File: src/rtl/lease_index_allocator_assert.svh
// Assertion macros for the lease index allocator.
// Used by lease_index_allocator.sv; expects i_clk and i_rst_n in scope.
`ifndef LEASE_INDEX_ALLOCATOR_ASSERT_SVH
`define LEASE_INDEX_ALLOCATOR_ASSERT_SVH

// same-cycle implication
`define LIA_ASSERT_IMP(name, ante, cons, msg) \
    name: assert property (@(posedge i_clk) disable iff (!i_rst_n) (ante) |-> (cons)) \
        else $error(msg);

// next-cycle implication
`define LIA_ASSERT_NXT(name, ante, cons, msg) \
    name: assert property (@(posedge i_clk) disable iff (!i_rst_n) (ante) |=> (cons)) \
        else $error(msg);

`endif

File: src/rtl/lia_pkg.sv
// Shared types, codes and constants of the lease index allocator.
// No dependencies; used by lia_keygen and lease_index_allocator.
package lia_pkg;

    localparam int POOL_DEPTH = 1024;
    localparam int SLOT_W     = 10;
    localparam int CNT_W      = 11;
    localparam int HALF_W     = 5;

    typedef logic [SLOT_W-1:0] t_slot;
    typedef logic [CNT_W-1:0]  t_count;
    typedef logic [HALF_W-1:0] t_half_word;

    localparam logic [31:0] MIX_A    = 32'h9e3779b9;
    localparam logic [31:0] MIX_B    = 32'h045d9f3b;
    localparam logic [63:0] KEY_STEP = 64'h517cc1b727220a95;
    localparam logic [63:0] KEY_MUL  = 64'hbf58476d1ce4e5b9;

    localparam logic [1:0] MODE_GET     = 2'd0;
    localparam logic [1:0] MODE_MARK    = 2'd1;
    localparam logic [1:0] MODE_RELEASE = 2'd2;

    localparam logic [1:0] ST_OK    = 2'd0;
    localparam logic [1:0] ST_NONE  = 2'd1;
    localparam logic [1:0] ST_RANGE = 2'd2;

    localparam logic [7:0] CFG_POOL_SIZE    = 8'd0;
    localparam logic [7:0] CFG_SHUFFLE_SEED = 8'd1;

    // half width of the Feistel split: (bit length of size-1, at least 1, + 1) / 2
    function automatic logic [2:0] half_bits(input t_count size);
        t_count     n;
        logic [3:0] b;
        n = size - t_count'(1);
        b = 4'd0;
        for (int i = 0; i < CNT_W; i++) begin
            if (n[i]) begin
                b = 4'(i + 1);
            end
        end
        if (b == 4'd0) begin
            b = 4'd1;
        end
        return 3'((b + 4'd1) >> 1);
    endfunction

endpackage

File: src/rtl/lia_keygen.sv
// Round key derivation from the shuffle seed, one shared 32x32 multiplier.
// Depends on lia_pkg.
module lia_keygen import lia_pkg::*; #(
    parameter int ROUNDS = 4
) (
    input  logic                   i_clk,
    input  logic                   i_rst_n,
    input  logic                   i_load,
    input  logic [63:0]            i_seed,
    output logic [ROUNDS-1:0][31:0] o_keys,
    output logic                   o_busy
);

    localparam int RND_W = $clog2(ROUNDS);

    localparam logic [2:0] K_MIX = 3'd0;
    localparam logic [2:0] K_P0  = 3'd1;
    localparam logic [2:0] K_P1  = 3'd2;
    localparam logic [2:0] K_P2  = 3'd3;
    localparam logic [2:0] K_SUM = 3'd4;

    logic                    r_run, n_run;
    logic [RND_W-1:0]        r_round, n_round;
    logic [2:0]              r_step, n_step;
    logic [63:0]             r_seed, n_seed;
    logic [63:0]             r_off, n_off;
    logic [63:0]             r_k, n_k;
    logic [63:0]             r_p0, n_p0;
    logic [31:0]             r_p1, n_p1;
    logic [31:0]             r_p2, n_p2;
    logic [ROUNDS-1:0][31:0] r_keys, n_keys;

    logic [63:0] base;
    logic [63:0] prod;
    logic [63:0] mixed;

    always_comb begin
        n_run   = r_run;
        n_round = r_round;
        n_step  = r_step;
        n_seed  = r_seed;
        n_off   = r_off;
        n_k     = r_k;
        n_p0    = r_p0;
        n_p1    = r_p1;
        n_p2    = r_p2;
        n_keys  = r_keys;
        base    = r_seed + r_off;
        prod    = r_p0 + {r_p1 + r_p2, 32'd0};
        mixed   = prod ^ (prod >> 27);
        if (i_load) begin
            n_seed  = i_seed;
            n_off   = '0;
            n_round = '0;
            n_step  = K_MIX;
            n_run   = 1'b1;
        end else if (r_run) begin
            case (r_step)
                K_MIX: begin
                    n_k    = base ^ (base >> 30);
                    n_step = K_P0;
                end
                K_P0: begin
                    n_p0   = {32'd0, r_k[31:0]} * {32'd0, KEY_MUL[31:0]};
                    n_step = K_P1;
                end
                K_P1: begin
                    n_p1   = 32'(r_k[31:0] * KEY_MUL[63:32]);
                    n_step = K_P2;
                end
                K_P2: begin
                    n_p2   = 32'(r_k[63:32] * KEY_MUL[31:0]);
                    n_step = K_SUM;
                end
                K_SUM: begin
                    n_keys[r_round] = mixed[31:0];
                    n_step          = K_MIX;
                    if (r_round == RND_W'(ROUNDS - 1)) begin
                        n_run = 1'b0;
                    end else begin
                        n_round = r_round + RND_W'(1);
                        n_off   = r_off + KEY_STEP;
                    end
                end
                default: begin
                    n_step = K_MIX;
                end
            endcase
        end
    end

    always_ff @(posedge i_clk) begin
        if (!i_rst_n) begin
            r_run   <= 1'b1;
            r_round <= '0;
            r_step  <= K_MIX;
            r_seed  <= '0;
            r_off   <= '0;
        end else begin
            r_run   <= n_run;
            r_round <= n_round;
            r_step  <= n_step;
            r_seed  <= n_seed;
            r_off   <= n_off;
        end
        r_k    <= n_k;
        r_p0   <= n_p0;
        r_p1   <= n_p1;
        r_p2   <= n_p2;
        r_keys <= n_keys;
    end

    assign o_keys = r_keys;
    assign o_busy = r_run;

endmodule

File: config.mk
export PLATFORM = sky130hd
export DESIGN_NAME = lia_keygen
export DESIGN_NICKNAME = d
export VERILOG_FILES = /design/src/rtl/lease_index_allocator_assert.svh /design/src/rtl/lia_pkg.sv /design/src/rtl/lia_keygen.sv
export SDC_FILE = /design/constraint.sdc
export NUM_CORES = 2
export LEC_CHECK = 0
export ABC_AREA = 1
export BUFFER_PORTS_ARGS = -buffer_cell sky130_fd_sc_hd__buf_4
export CAP_MARGIN = 20
export CORE_ASPECT_RATIO = 1.25
export CORE_MARGIN = 2
export CORE_UTILIZATION = 25
export DETAILED_ROUTE_END_ITERATION = 8
export GPL_TIMING_DRIVEN = 0
export PLACE_DENSITY = 0.51
export SLEW_MARGIN = 20
export SYNTH_ARGS = -nofsm -noshare
export SYNTH_HDL_FRONTEND = slang
export SYNTH_SLANG_ARGS = --single-unit
File: constraint.sdc
create_clock -name i_clk -period 15.8 [get_ports i_clk]
set_input_delay 0.79 -clock i_clk [delete_from_list [all_inputs] [get_ports i_clk]]
set_output_delay 0.79 -clock i_clk [all_outputs]
set_load 0.05 [all_outputs]
### Yosys cells after proc, flatten, opt, wreduce, memory -nomap -nowiden

Index checks and enable logic that the tools add are counted.

| storage, ports and cells | value |
|---|---|
| input bits | 67 |
| bits in latches | 0 |
| memory bits (writable) | 0 |
| output and inout port bits | 129 |
| register bits after elaboration | 439 |
| memories kept | 0 |
| bits in read-only memories | 0 |
| word-level logic and storage cells | 49 |

| cells by class | value |
|---|---|
| bitwise gates (word level) | 5 |
| mux-type cells | 7 |
| reduce and logical (&&, ||, !) cells | 9 |
| order comparisons | 2 |
| multipliers | 3 |
| eq/ne operators | 5 |
| divide/modulo/power cells | 0 |
| shift-type cells | 0 |
| $add $sub $neg | 5 |

Operators with widths:

| cell | count |
|---|---|
| 128-bit bitwise mux | 1 |
| 64-bit by 63-bit adder with 64-bit output (second input constant) | 1 |
| 64-bit adder | 1 |
| 32-bit demux with 2-bit select | 1 |
| 64-bit by 34-bit XOR with 64-bit output | 1 |
| 59-bit adder | 1 |
| 32-bit by 29-bit multiplier with 59-bit output (second input constant) | 1 |
| 32-bit by 29-bit multiplier with 27-bit output (second input constant) | 1 |
| 32-bit by 32-bit multiplier with 27-bit output (second input constant) | 1 |
| 32-bit 2-to-1 mux | 1 |
| 32-bit XOR | 1 |
| 27-bit adder | 1 |
| 3-bit AND reduction | 6 |
| 3-bit one-hot mux with 4 select lines | 1 |
| 3-bit by 2-bit equality test with 1-bit output (second input constant) | 2 |
| 3-bit by 1-bit equality test with 1-bit output (second input constant) | 1 |
| 3-bit equality test (second input constant) | 1 |
| 3-bit logical NOT | 1 |
| 2-bit by 3-bit < comparator with 1-bit output (second input constant) | 1 |
| 1-bit 2-to-1 mux | 3 |
| 1-bit inverter | 3 |
| 2-bit by 1-bit adder with 2-bit output (second input constant) | 1 |
| 2-bit equality test (second input constant) | 1 |
| 2-bit by 1-bit >= comparator with 1-bit output (second input constant) | 1 |
| other kinds (2) | 2 |

### Depth between registers and ports, before layout

| depth | value |
|---|---|
| word-level depth | 5 |
| mapped depth | 27 |
| depth with buffers taken out | 27 |

### Least setup slack after synthesis

Ideal clock, no wire load.

| path | value |
|---|---|
| kind | register to register |
| start | register r_k[17] |
| end | register r_p0[58], data pin |
| stages on the path, launching flop included | 27 |
| data arrival time | 6.048 ns |
| setup time | 0.252 ns |
| clock period less this slack | 6.301 ns |
| data required time | 15.548 ns |
| buffers on the path | 0 |
| path slack | 9.499 ns |
| path through | edfxtp_1 > ha_1 > inv_1 > fa_1 > inv_1 > fa_1 > fa_1 > fa_1 > inv_1 > fa_1 > inv_1 > fa_1 > inv_1 > fa_1 > inv_1 > ha_1 > nand2_1 > nor2_1 > inv_1 > nor2_1 > inv_1 > nor2_1 > nand2_1 > nand3_1 > nand3_1 > nand3b_1 > nand2_1 |

| on the way | value |
|---|---|
| word-level cells in the longest chain between the ends | 1 |

Ends and longest elaborated chain:

| element | line | text |
|---|---|---|
| start: declaration | lia_keygen.sv:27 | `logic [63:0] r_k, n_k;` |
| start signal: assignment | lia_keygen.sv:106 | `r_k <= n_k;` |
| 32-bit by 29-bit multiplier with 59-bit output | lia_keygen.sv:64 | `n_p0 = {32'd0, r_k[31:0]} * {32'd0, KEY_MUL[31:0]};` |
| end signal: assignment | lia_keygen.sv:107 | `r_p0 <= n_p0;` |
| end: declaration | lia_keygen.sv:28 | `logic [63:0] r_p0, n_p0;` |

No other way between the ends.
A chain may end at the register's enable or synchronous reset.

### Worst setup path after layout

| path | value |
|---|---|
| start | register r_k[15] |
| end | register r_p0[33], data pin |

The elaborated chain is that of the path after synthesis.

==> impl_results.md <==
- Status: finished clean
- Setup CP Type: flop to flop
- Setup_tns: 0 ps
- CP Max Fanout: 10
- Row count: 194
- N_diodes: 0
- Initial DRC Count: 2605
- Hold buffer count at cts: 0
- Final Hold Fails: 0
- Startpoint types: flop
- Post-Syn Instances: 6944
- Maximum clock frequency: 123 MHz
- First-pass DRT Iterations: 6
- Die extent in y: 535 um
- Clock Tree Buf Depth: 3
- Number of global-route vias before repair: 46.8k
- GRT Max-Usage Layer: met2
- Pin count of the biggest net entering global routing: 35
- Initial Util: 0.252
- Filler cells: 24.4k
- CTS Buf Count: 52
- Clk slew on worst S/H paths: 70 ps
- HPWL reported at the end of detailed placement: 176000 um
- Clock skew after layout: 45.9 ps
- Yosys warns: 0
- RSZ-0062 raised after global routing: false
- Setup slack after layout: 7690 ps
- Met3 Use GR: 0.0165
- Post-synth net total: 8396
- Worst Path Arrival: 8470 ps
- Crit-path max cell delay: 1020 ps
- Vias per cell: 4.46
- CTS root buffer: clkbuf_16
- Worst Tran Pin Value: 1180 ps
- Port bufs: 194
- Core ar.: 224000 um2
- Initial antenna violation count: 0
- First-pass GRT wire length: 295000 um
- Final Critical Period: 8110 ps
- Final setup vio count: 0
- Area post-placement: 61700 um2
- CP Capture Type: flop
- H-tree levels: 2
- CTS tree: yes
- Design Area, Final: 63500 um2
- Synth cell types: 42
- GRT overflow: 0
- Clk_lat worst skew: 670 ps
- CTS resizes: 0
- Number of clock sinks: 434
- Worst endpoint required time: 16160 ps
- Worst path cell trace: ha_1 > inv_1 > fa_1 > inv_1 > fa_1 > fa_1 > fa_1 > inv_1 > fa_1 > inv_1 > fa_1 > inv_1 > fa_1 > inv_1 > ha_1 > a21oi_1 > o21ai_0 > a21oi_1 > o21ai_0 > inv_1 > nand2_1 > xor2_1
- Area growth from synthesis to layout: 12.8%
- Nets: 8654
- # Post-CTS Setup Buffers: 0
- Final worst-path cycle share: 0.513
- Via count: 45.4k
- Slew HR: 0.217
- Pins Over Slew Limit: 0
- GR Layer Usage met1: 0.201
- IO Count: 196
- Drt total wl: 200000 um
- DRC: 0
- Die area: 229000 um2
- Gr usage total: 0.172
- Final ANT Viol Nets: 0
- Synthesized area per cell: 8.12 um2
- Wirelength per Cell: 19.7 um
- Utilization after layout: 0.284
- Die Wd: 429 um
- Share of layout cells above drive strength 1: 0.0457
- Final GP Congestion: 0.989
- Met2 Track Usage GR: 0.314
- Hold Crit Class: input pin to flop
- Synth Register Bits: 434
- MaxCap Viol Count: 0
- Sequential-to-total area share from yosys stat: 0.207
- Post-placement worst setup slack: 7730 ps
- Crit-path slowest cell: edfxtp_1
- Netlist Area Pre-Place: 56400 um2
## final timing paths
| path | start | end | slack [ps] | depth (start not counted) |
|---|---|---|---|---|
| worst min register to register | r_off[13] | r_off[13] | 530 | 2 |
| worst min-delay path | i_seed[32] | r_seed[32] | 360 | 3 |
| worst max-delay path | r_k[15] | r_p0[33] | 7690 | 22 |
| worst max register to register | r_k[15] | r_p0[33] | 7690 | 22 |
## cell type report
type	count	area, um2	area share
Sequential cell	434	11700	0.184
Clock inverter	35	413	0.00650
Tap cell	2940	3680	0.0579
Multi-Input combinational cell	4785	38200	0.601
Clock buffer	61	1390	0.0219
Inverter	1686	6330	0.0996
Buffer	39	163	0.00256
Timing Repair Buffer	204	1660	0.0261
## kinds of logic after synthesis
logic type | synth area share
adders and majority gates | 0.397
DFF | 0.207
AOI/OAI and AO/OA | 0.0603
buffers and inverters | 0.115
xor gates and xnor gates | 0.0364
and+or+nand+nor | 0.184
## worst max-delay path, delay by kind of cell (launching register included)
family                   cells  cell delay, ps
AND/OR/NAND/NOR              1             110
XOR/XNOR                     1             490
adder cells (fa/ha/maj)      9            4530
buffers and inverters        7             510
flip-flops                   1            1020
AO/OA/AOI/OAI                4            1160
## placed cells by master (no fill, tap or decap), drive strengths merged, types with 12 or more instances in the layout
cell    count
o21ai     213
nor4       12
a31oi      14
dfxtp     134
inv      1693
nand3b     28
nand4      53
nand3     309
clkbuf     85
o21bai     39
a21o       20
clkinv     17
nor3       73
edfxtp    300
a21oi     334
xnor2      89
fa        672
xor2      145
nand2    1427
ha        713
buf       219
nor2      598
## per-layer routing
metal	vias to the layer above	routed length, um
met5	-	0
met4	0	11400
met3	351	7580
met2	1225	100000
met1	21800	81300
li1	22000	-
## stage by stage
stage	hold slack, ps	cells
2_1_floorplan	461	6944
3_5_place_dp	507	10100
6_report	358	10200
3_3_place_gp	495	10100
5_1_grt	351	10200
4_1_cts	322	10200
## sequential cells by signal (all words and copies together), names as in the netlist
name / flops
o_keys: 128
r_off: 64
r_seed: 64
r_k: 59
r_p0: 59
r_p1: 27
r_p2: 27
r_step: 3
r_round: 2
o_busy: 1
## cell usage after synthesis (all sizes together)
cell	instances	area [um2]
dfxtp	134	2680
o21a	5	37.5
nand3	309	1550
a211oi	2	15.0
fa	672	13500
o211ai	2	15.0
a31o	1	8.76
and2	10	62.6
buf	15	72.6
nor3	73	382
nor3b	3	27.5
o21ai	213	1070
ha	713	8920
a21o	20	150
nand4	53	332
and3	10	62.6
o21bai	39	293
nand2	1427	5360
a21oi	334	1670
clkinv	1	3.75
nor4	12	75.1
or2	6	37.5
xnor2	89	780
a31oi	14	87.6
o31ai	3	22.5
nor2	598	2250
a21boi	4	30.0
xor2	145	1270
clkbuf	24	90.1
edfxtp	300	9010
inv	1685	6320
nand3b	28	210
Power is not shown: default switching activity piles up to over one toggle a cycle in this logic, so the estimate is an artifact.
